[src/rtl/core/bkvt_pkg.sv]
// Package: shared types and constants for the bounded key/value table.
`default_nettype none
package bkvt_pkg;
	localparam int CAPACITY   = 256;
	localparam int KEY_BITS   = 32;
	localparam int VALUE_BITS = 32;
	localparam int IDX_BITS   = $clog2(CAPACITY);
	localparam int CNT_BITS   = $clog2(CAPACITY + 1);

	typedef enum logic [2:0] {
		KIND_INSERT  = 3'd0,
		KIND_UPDATE  = 3'd1,
		KIND_UPSERT  = 3'd2,
		KIND_ERASE   = 3'd3,
		KIND_LOOKUP  = 3'd4,
		KIND_READPOS = 3'd5
	} kind_t;

	// Classified request handed from front to back.
	typedef struct packed {
		logic                  needs_search;
		logic                  is_read;
		logic                  bad_kind;
		logic [2:0]            kind;
		logic [KEY_BITS-1:0]   key;
		logic [VALUE_BITS-1:0] new_value;
		logic [7:0]            position;
	} req_t;

	typedef enum logic [3:0] {
		ST_IDLE,
		ST_SRCH_RD,
		ST_SRCH_CMP,
		ST_DECIDE,
		ST_SHIFT_RD,
		ST_SHIFT_WR,
		ST_POS_RD,
		ST_POS_WAIT,
		ST_DONE
	} state_t;
endpackage
`default_nettype wire

[src/rtl/core/bkvt_if.sv]
// Interfaces: valid/ready channels for requests and results.
`default_nettype none
interface bkvt_req_if import bkvt_pkg::*; ();
	logic                  valid;
	logic                  ready;
	logic [2:0]            kind;
	logic [KEY_BITS-1:0]   key;
	logic [VALUE_BITS-1:0] new_value;
	logic [7:0]            position;
	modport source (output valid, kind, key, new_value, position, input ready);
	modport sink (input valid, kind, key, new_value, position, output ready);
endinterface

`default_nettype wire

[src/rtl/core/bkvt_front.sv]
// Front end: accept requests, classify them, and queue them for the back end.
`default_nettype none
module bkvt_front import bkvt_pkg::*; (
	input  wire logic  clk,
	input  wire logic  arst_n,
	bkvt_req_if.sink   req,
	output logic       q_valid,
	input  wire logic  q_pop,
	output req_t       q_head
);
	req_t       entry_q [2];
	logic       wr_ptr_q, rd_ptr_q;
	logic [1:0] used_q;
	req_t       cls;
	logic       push;

	always_comb begin
		cls.kind         = req.kind;
		cls.key          = req.key;
		cls.new_value    = req.new_value;
		cls.position     = req.position;
		cls.needs_search = (req.kind <= KIND_LOOKUP);
		cls.is_read      = (req.kind == KIND_READPOS);
		cls.bad_kind     = (req.kind > KIND_READPOS);
	end

	assign req.ready = (used_q != 2'd2);
	assign push      = req.valid && req.ready;
	assign q_valid   = (used_q != 2'd0);
	assign q_head    = entry_q[rd_ptr_q];

	always_ff @(posedge clk) begin
		if (push) begin
			entry_q[wr_ptr_q] <= cls;
		end
	end

	always_ff @(posedge clk or negedge arst_n) begin
		if (!arst_n) begin
			wr_ptr_q <= 1'b0;
			rd_ptr_q <= 1'b0;
			used_q   <= 2'd0;
		end else begin
			if (push) begin
				wr_ptr_q <= ~wr_ptr_q;
			end
			if (q_pop) begin
				rd_ptr_q <= ~rd_ptr_q;
			end
			used_q <= used_q + {1'b0, push} - {1'b0, q_pop};
		end
	end
endmodule
`default_nettype wire

[src/flat_wrapper.sv]
// flat-port wrapper written by rule: the top's interface ports become plain ports
module bkvt_front_flat import bkvt_pkg::*;
  (clk, arst_n, q_valid, q_pop, q_head, req_valid, req_kind, req_key, req_new_value, req_position, req_ready);
  bkvt_req_if req_i ();
  input  wire logic clk;
  input  wire logic arst_n;
  output logic q_valid;
  input  wire logic q_pop;
  output req_t q_head;
  input wire logic [$bits(req_i.valid)-1:0] req_valid;
  input wire logic [$bits(req_i.kind)-1:0] req_kind;
  input wire logic [$bits(req_i.key)-1:0] req_key;
  input wire logic [$bits(req_i.new_value)-1:0] req_new_value;
  input wire logic [$bits(req_i.position)-1:0] req_position;
  output wire logic [$bits(req_i.ready)-1:0] req_ready;
  assign req_i.valid = req_valid;
  assign req_i.kind = req_kind;
  assign req_i.key = req_key;
  assign req_i.new_value = req_new_value;
  assign req_i.position = req_position;
  assign req_ready = req_i.ready;
  bkvt_front u_core (.clk(clk), .arst_n(arst_n), .req(req_i), .q_valid(q_valid), .q_pop(q_pop), .q_head(q_head));
endmodule
[config.mk]
export PLATFORM = sky130hd
export DESIGN_NAME = bkvt_front_flat
export DESIGN_NICKNAME = d
export VERILOG_FILES = /design/src/rtl/core/bkvt_pkg.sv /design/src/rtl/core/bkvt_if.sv /design/src/rtl/core/bkvt_front.sv /design/src/flat_wrapper.sv
export SDC_FILE = /design/constraint.sdc
export NUM_CORES = 1
export LEC_CHECK = 0
export ABC_AREA = 1
export BUFFER_PORTS_ARGS = -buffer_cell sky130_fd_sc_hd__buf_2
export CAP_MARGIN = 15
export CORE_UTILIZATION = 52
export DETAILED_ROUTE_END_ITERATION = 10
export GPL_TIMING_DRIVEN = 1
export PLACE_DENSITY = 0.79
export SYNTH_ARGS = -nofsm -noshare
export SYNTH_HDL_FRONTEND = slang
export SYNTH_SLANG_ARGS = --single-unit
[constraint.sdc]
create_clock -name clk -period 4.8 [get_ports clk]
set_input_delay 0.48 -clock clk [delete_from_list [all_inputs] [get_ports clk]]
set_output_delay 0.48 -clock clk [all_outputs]
set_load 0.005 [all_outputs]
==> flow_results.xml, run 1 <==
<?xml version="1.0" encoding="UTF-8"?>
<metrics>
  <group name="critical_path">
    <metric name="crit_path_max_incr_delay" unit="ns">1.15</metric>
    <metric name="start_kind" unit="">flip-flop</metric>
    <metric name="worst-setup-path-type" unit="">reg -&gt; out</metric>
    <metric name="end_kind" unit="">output pin</metric>
    <metric name="critical_path.slowest_cell" unit="">dfrtp_4</metric>
    <metric name="critical_path_cell_by_cell" unit="">mux2_2 -&gt; buf_2</metric>
    <metric name="worst-endpoint-required" unit="ns">4.32</metric>
    <metric name="worst-path-max-fanout" unit="">79</metric>
    <metric name="timing.critical_path.arrival" unit="ns">2.16</metric>
  </group>
  <group name="route">
    <metric name="detail_route.vias_per_cell" unit="">5.06</metric>
    <metric name="antenna_left" unit="">0</metric>
    <metric name="drc" unit="">0</metric>
    <metric name="avg_wl_per_cell" unit="um">16.8</metric>
    <metric name="detailroute.via_count" unit="">3042</metric>
    <metric name="iteration_0_drc_markers" unit="">134</metric>
    <metric name="total_routed_length" unit="um">10100</metric>
    <metric name="drt_pre_antenna_iters" unit="">4</metric>
  </group>
  <group name="layout">
    <metric name="area_growth_syn_to_layout" unit="%">26.5</metric>
    <metric name="final_layout_size_suffix_gt1_share" unit="%">58.4</metric>
    <metric name="final_net_count" unit="">528</metric>
    <metric name="core_occupancy_in_the_finished_layout" unit="%">68.3</metric>
    <metric name="antenna_cells_inserted" unit="">0</metric>
    <metric name="postLayoutCellArea" unit="um^2">7470</metric>
  </group>
  <group name="sta">
    <metric name="slew-limit-headroom" unit="%">26.9</metric>
    <metric name="max_clock_freq" unit="MHz">378</metric>
    <metric name="tightest_slew" unit="ns">1.10</metric>
    <metric name="tcrit_tclk_final" unit="%">55.1</metric>
    <metric name="number_of_max_slew_violations_in_the_final_report" unit="">0</metric>
    <metric name="fin_skew" unit="ns">0.00626</metric>
    <metric name="timing_hold_violations_final" unit="">0</metric>
    <metric name="fin_setup_tns" unit="ns">0</metric>
    <metric name="final-setup-viol-count" unit="">0</metric>
    <metric name="period_minus_slack" unit="ns">2.64</metric>
    <metric name="rsz_0062_raised_after_global_routing" unit="">no</metric>
  </group>
  <group name="synth">
    <metric name="synth-main-ff-cell" unit="">edfxtp_1</metric>
    <metric name="yosys_register_bits" unit="">160</metric>
    <metric name="synth.yosys.seq_area_share" unit="%">81.1</metric>
    <metric name="synth.yosys.warnings" unit="">0</metric>
    <metric name="syn-cell-area" unit="um^2">5900</metric>
    <metric name="synth_edf_count" unit="">156</metric>
    <metric name="ys_top_cells_by_count" unit="">edfxtp_1 (156), mux2_2 (68), mux2_4 (10), nand2_1 (10), inv_1 (8)</metric>
    <metric name="synth.top_cell.area_share" unit="%">79.4</metric>
    <metric name="postSynthCellCount" unit="">277</metric>
    <metric name="syn-num-nets" unit="">357</metric>
    <metric name="synth_area_leaders" unit="">edfxtp_1 (79%), mux2_2 (13%), mux2_4 (2.5%)</metric>
    <metric name="post-synth-top-count-cell" unit="">edfxtp_1</metric>
    <metric name="synth_top_area_cell" unit="">edfxtp_1</metric>
    <metric name="post_synth_num_cell_types" unit="">14</metric>
    <metric name="ys_async_sr_fraction" unit="%">2.50</metric>
    <metric name="syn_area_per_cell" unit="um^2">21.3</metric>
  </group>
  <group name="die">
    <metric name="die_x" unit="um">109</metric>
    <metric name="die-area" unit="um^2">11800</metric>
    <metric name="boundaryPins" unit="">159</metric>
    <metric name="core.rowCount" unit="">38</metric>
    <metric name="start_util" unit="%">54.0</metric>
    <metric name="die_height" unit="um">109</metric>
    <metric name="placeableCoreArea" unit="um^2">10900</metric>
  </group>
  <group name="place">
    <metric name="gp_congestion" unit="">0.725</metric>
    <metric name="buffer_ports.inserted" unit="">158</metric>
    <metric name="placedInstanceArea" unit="um^2">6840</metric>
    <metric name="post-dp-hpwl" unit="um">6390</metric>
  </group>
  <group name="status">
    <metric name="run_status" unit="">finished clean</metric>
  </group>
  <group name="global_route">
    <metric name="grt_antenna_before_repair" unit="">0</metric>
    <metric name="grt_max_degree" unit="">80</metric>
    <metric name="globalRouteOverflowTotal" unit="">0</metric>
    <metric name="grt_first_pass_wirelength" unit="um">14500</metric>
    <metric name="via_count_of_the_first_global_routing_pass" unit="">3020</metric>
    <metric name="grt_usage" unit="%">17.3</metric>
  </group>
  <group name="clocking">
    <metric name="cts.sink_count" unit="">160</metric>
    <metric name="cts-root-to-sink-buffers" unit="">2</metric>
    <metric name="cts_htree_levels" unit="">4</metric>
    <metric name="tritoncts" unit="">done</metric>
    <metric name="cts.reportedPaths.clkPinSlew" unit="ns">0.06</metric>
    <metric name="cts_repair_resize_count" unit="">0</metric>
    <metric name="cts_inserted_buffers" unit="">17</metric>
    <metric name="clock_latency_at_the_later_pin_of_the_worst_skew_pair" unit="ns">0.41</metric>
    <metric name="clk_root_buffer_cell" unit="">clkbuf_16</metric>
  </group>
  <group name="power">
    <metric name="power.density" unit="nW/um^2">608</metric>
    <metric name="vdd.ir_drop.worst" unit="mV">0.313</metric>
    <metric name="post-layout-total-power" unit="mW">4.54</metric>
    <metric name="cellLeakagePower" unit="nW">2.87</metric>
  </group>
  <group name="job">
    <metric name="drv.max_cap_violation_count" unit="">0</metric>
  </group>
  <group name="min_path">
    <metric name="min-delay-path-class" unit="">in -&gt; reg</metric>
  </group>
</metrics>
metrics by stage:
step | hold slack [ns] | setup slack (ns) | cells
2_1_floorplan | 0.184 | 0.391 | 277
3_3_place_gp | 0.286 | 2.58 | 568
6_report | 0.258 | 2.16 | 601
4_1_cts | 0.236 | 2.12 | 601
5_1_grt | 0.237 | 2.04 | 601
3_5_place_dp | 0.293 | 2.58 | 568
repair_timing:
item | CTS | global route
endpoints found under the hold margin | 4 | 0
hold buffers | 1 | 0
buffers inserted | 0 | 0
layout by cell type (no fill, tap or decap):
cell / netlist / layout
mux2_2: 68 / 68
nand2_1: 10 / 10
inv_1: 8 / 8
buf_4: 0 / 2
clkinv_1: 0 / 4
bufinv_16: 0 / 4
a21oi_1: 1 / 1
nor2_4: 0 / 2
o21ai_0: 1 / 1
buf_2: 6 / 158
dlygate4sd3_1: 0 / 1
mux2_4: 10 / 10
clkinvlp_4: 0 / 2
dfrtp_4: 0 / 1
clkinv_4: 0 / 5
clkbuf_16: 0 / 17
nor2_1: 5 / 3
nand3_1: 2 / 2
xor2_1: 2 / 2
edfxtp_1: 156 / 156
dfrtp_1: 4 / 3
ha_1: 1 / 1
logic make-up after synthesis:
logic type	Yosys count	synth area share [%]
buffers and inverters	17	1.59
AOI/OAI and AO/OA	2	0.169
xor gates and xnor gates	2	0.297
adders and majority gates	1	0.212
DFF	160	81.1
and+or+nand+nor	17	1.12
muxes	78	15.5
power by group:
group          internal, mW  leakage [nW]  total (mW)  switching (mW)
Sequential             1.91          1.49        2.12           0.206
Clock                 0.866         0.293        1.37           0.508
Combinational         0.583          1.09        1.05           0.465
final timing paths:
check                                  from                     to  slack [ns]  depth (start not counted)
setup / recovery            u_core.rd_ptr_q             q_head[31]        2.16                          2
hold / removal                   req_key[2]  u_core.entry_q[0][42]        0.26                          1
setup reg to reg           u_core.used_q[1]  u_core.entry_q[1][41]        2.73                          4
hold reg to reg             u_core.wr_ptr_q        u_core.wr_ptr_q        0.60                          2
max in group asynchronous            arst_n        u_core.rd_ptr_q        4.25                          2
min in group asynchronous            arst_n       u_core.used_q[1]        0.41                          2
sequential cells by signal, indices dropped and copies added, names as in the netlist:
signal / count
u_core.entry_q: 156
u_core.used_q: 2
u_core.rd_ptr_q: 1
u_core.wr_ptr_q: 1
worst max-delay path, delay by kind of cell (launching register included):
kind	cells	cell delay, ns
muxes	1	0.43
buffers and inverters	1	0.13
DFF	1	1.15
routing by layer:
metal  vias up  wire, um  global-route usage [%]
met5         -         0                       0
met4         0       175                    8.59
met3        14       676                    5.61
met2       103      5400                    29.9
met1      1500      3850                    19.1
li1       1425         -                       -
area by class of cell:
cell class / instances / area [um^2]
sequential: 160 / 4790
fill: 754 / 3470
multi-input combinational: 100 / 1040
timing repair buffer: 161 / 816
clock buffer: 17 / 425
clock inverter: 15 / 194
tap: 140 / 175
inverter: 8 / 30.0
No activity file was read; power rests on OpenSTA's default activity.
==> inputs of run 2 (changes only) <==
clock period = 2.75 ns   (was 4.8 ns; I/O delays follow)
==> run 2 against run 1 <==
Count of clock-buffer cells in the layout grew 2. Sequential share of layout area up 0.45 points. First-iteration DRC count shrank 0.75%. Largest power group unchanged. Routed wire length grew 0.26%. Critical endpoint is now q_head[62]. Critical path type unchanged. Via count fell by 0.20%. Flip-flop and latch count unchanged.
==> flow_results.xml, run 2 (synthesis gave the netlist of run 1 again) <==
<?xml version="1.0" encoding="UTF-8"?>
<metrics>
  <group name="critical_path">
    <metric name="critical_path.reg2reg.endpoint" unit="">u_core.entry_q[0][47]</metric>
    <metric name="worst-endpoint-required" unit="ns">2.48</metric>
    <metric name="end_kind" unit="">output pin</metric>
    <metric name="worst-setup-path-type" unit="">reg -&gt; out</metric>
    <metric name="worstRegToRegCells" unit="">4</metric>
    <metric name="timing.critical_path.arrival" unit="ns">1.86</metric>
    <metric name="r2r_start" unit="">u_core.used_q[1]</metric>
    <metric name="worst-r2r-setup-slack" unit="ns">1.02</metric>
    <metric name="start_kind" unit="">flip-flop</metric>
    <metric name="worst-path-max-fanout" unit="">21</metric>
  </group>
  <group name="layout">
    <metric name="largestRegisters" unit="">u_core.entry_q (156), u_core.used_q (2)</metric>
    <metric name="postLayoutCellArea" unit="um^2">7410</metric>
    <metric name="max_flop_register" unit="">u_core.entry_q</metric>
    <metric name="fillers" unit="">764</metric>
    <metric name="area_growth_syn_to_layout" unit="%">25.6</metric>
    <metric name="post_route_non_filler_standard_cell_count" unit="">606</metric>
    <metric name="flip_flop_count_of_the_largest_register_all_copies_and_words_added" unit="">156</metric>
    <metric name="final_common_cell" unit="">buf_2</metric>
    <metric name="final_net_count" unit="">532</metric>
    <metric name="final_layout_size_suffix_gt1_share" unit="%">58.5</metric>
    <metric name="leading_cell_types_in_the_layout_fill_and_taps_excluded" unit="">buf_2 (158), edfxtp_1 (156), mux2_2 (68)</metric>
  </group>
  <group name="sta">
    <metric name="hold_ws" unit="ns">0.0542</metric>
    <metric name="timing_hold_violations_final" unit="">0</metric>
    <metric name="number_of_max_slew_violations_in_the_final_report" unit="">0</metric>
    <metric name="final-setup-viol-count" unit="">0</metric>
    <metric name="worst_setup_slack_after_layout" unit="ns">0.613</metric>
    <metric name="fin_skew" unit="ns">0.00877</metric>
    <metric name="tcrit_tclk_final" unit="%">77.7</metric>
    <metric name="period_minus_slack" unit="ns">2.14</metric>
    <metric name="rsz_0062_raised_after_global_routing" unit="">no</metric>
    <metric name="slew-limit-headroom" unit="%">61.7</metric>
    <metric name="max_clock_freq" unit="MHz">468</metric>
    <metric name="tightest_slew" unit="ns">0.575</metric>
  </group>
  <group name="clocking">
    <metric name="cts.sink_count" unit="">160</metric>
    <metric name="cts.reportedPaths.clkPinSlew" unit="ns">0.06</metric>
    <metric name="cts_repair_resize_count" unit="">0</metric>
    <metric name="cts-root-to-sink-buffers" unit="">2</metric>
    <metric name="tritoncts" unit="">done</metric>
    <metric name="cts_inserted_buffers" unit="">17</metric>
    <metric name="ctsHoldBuffers" unit="">1</metric>
    <metric name="clk_root_buffer_cell" unit="">clkbuf_16</metric>
    <metric name="cts_htree_levels" unit="">4</metric>
    <metric name="clock_latency_at_the_later_pin_of_the_worst_skew_pair" unit="ns">0.41</metric>
    <metric name="post_cts_setup_buffers" unit="">0</metric>
  </group>
  <group name="die">
    <metric name="start_util" unit="%">54.0</metric>
    <metric name="die_height" unit="um">109</metric>
    <metric name="boundaryPins" unit="">159</metric>
    <metric name="die_x" unit="um">109</metric>
    <metric name="placeableCoreArea" unit="um^2">10900</metric>
    <metric name="die-area" unit="um^2">11800</metric>
    <metric name="core.rowCount" unit="">38</metric>
  </group>
  <group name="place">
    <metric name="gp_congestion" unit="">0.724</metric>
    <metric name="placedInstanceArea" unit="um^2">6880</metric>
    <metric name="numPlacedInstances" unit="">572</metric>
    <metric name="post-dp-hpwl" unit="um">6730</metric>
    <metric name="pre_cts_ws" unit="ns">1.02</metric>
    <metric name="buffer_ports.inserted" unit="">158</metric>
  </group>
  <group name="global_route">
    <metric name="globalRouteOverflowTotal" unit="">0</metric>
    <metric name="grt_antenna_before_repair" unit="">0</metric>
    <metric name="grt_first_pass_wirelength" unit="um">15000</metric>
    <metric name="grt_max_degree" unit="">43</metric>
    <metric name="grt_usage" unit="%">17.8</metric>
    <metric name="via_count_of_the_first_global_routing_pass" unit="">3102</metric>
  </group>
  <group name="job">
    <metric name="drv.max_cap_violation_count" unit="">0</metric>
  </group>
  <group name="route">
    <metric name="drc" unit="">0</metric>
    <metric name="avg_wl_per_cell" unit="um">16.7</metric>
    <metric name="total_routed_length" unit="um">10100</metric>
    <metric name="detail_route.vias_per_cell" unit="">5.01</metric>
    <metric name="iteration_0_drc_markers" unit="">133</metric>
    <metric name="antenna_left" unit="">0</metric>
    <metric name="detailroute.via_count" unit="">3036</metric>
    <metric name="drt_pre_antenna_iters" unit="">7</metric>
  </group>
  <group name="min_path">
    <metric name="holdCritStartpoint" unit="">req_position[1]</metric>
    <metric name="timing.hold.worst_path_depth" unit="">1</metric>
    <metric name="min-delay-path-class" unit="">in -&gt; reg</metric>
    <metric name="min_to" unit="">u_core.entry_q[1][1]</metric>
  </group>
  <group name="power">
    <metric name="cellLeakagePower" unit="nW">2.84</metric>
    <metric name="vdd.ir_drop.worst" unit="mV">0.626</metric>
    <metric name="post-layout-total-power" unit="mW">7.59</metric>
    <metric name="power.density" unit="nW/um^2">1020</metric>
  </group>
  <group name="status">
    <metric name="run_status" unit="">finished clean</metric>
  </group>
</metrics>
[run 2: cell count changes in the layout (fill, tap and decap cells not counted), moves of 2 or more]
cell,before,now
clkbuf_1,0,2
clkinv_4,5,1
clkinvlp_4,2,5
bufinv_16,4,0
inv_6,0,3
buf_4,2,5
[run 2: power breakdown]
group | leakage, nW | internal [mW] | switching, mW
sequential | 1.49 | 3.33 | 0.186
combinational | 1.11 | 1.05 | 0.990
clock | 0.239 | 1.15 | 0.883
[run 2: per-layer routing]
layer | global-route usage, % | wire (um) | vias to the layer above
li1 | - | - | 1427
met1 | 20.1 | 3920 | 1484
met2 | 30.2 | 5350 | 114
met3 | 5.91 | 705 | 11
met4 | 8.78 | 154 | 0
met5 | 0 | 0 | -
[run 2: cell type report]
type | instances | area, um^2 | area share (%)
multi-input combinational | 100 | 1040 | 14.0
sequential | 160 | 4790 | 64.6
antenna | 1 | 2.50 | 0.0338
clock inverter | 13 | 88.8 | 1.20
timing repair buffer | 165 | 858 | 11.6
tap | 140 | 175 | 2.36
inverter | 8 | 30.0 | 0.405
clock buffer | 19 | 433 | 5.84
[run 2: worst max path at each step]
stage	startpoint	to	slack [ns]	cells past startpoint
2_1_floorplan	u_core.used_q[1]	u_core.entry_q[1][0]	-0.35	3
3_3_place_gp	u_core.rd_ptr_q	q_head[62]	1.03	3
3_5_place_dp	u_core.used_q[1]	u_core.entry_q[0][40]	1.02	4
4_1_cts	u_core.rd_ptr_q	q_head[62]	0.58	3
5_1_grt	u_core.rd_ptr_q	q_head[62]	0.52	3
6_report	u_core.rd_ptr_q	q_head[62]	0.61	3
[run 2: metrics by stage]
stage	TNS [ns]	util [%]
final	0	67.8
after global routing	0	67.8
after CTS	0	67.8
after detailed placement	0	62.9
after global placement	0	62.9
after floorplan	-53.69	-
[run 2: worst max-delay path: stages, from the launching register on]
cell,delay [ns]
dfrtp_4,0.60
buf_4,0.33
mux2_2,0.39
buf_2,0.13
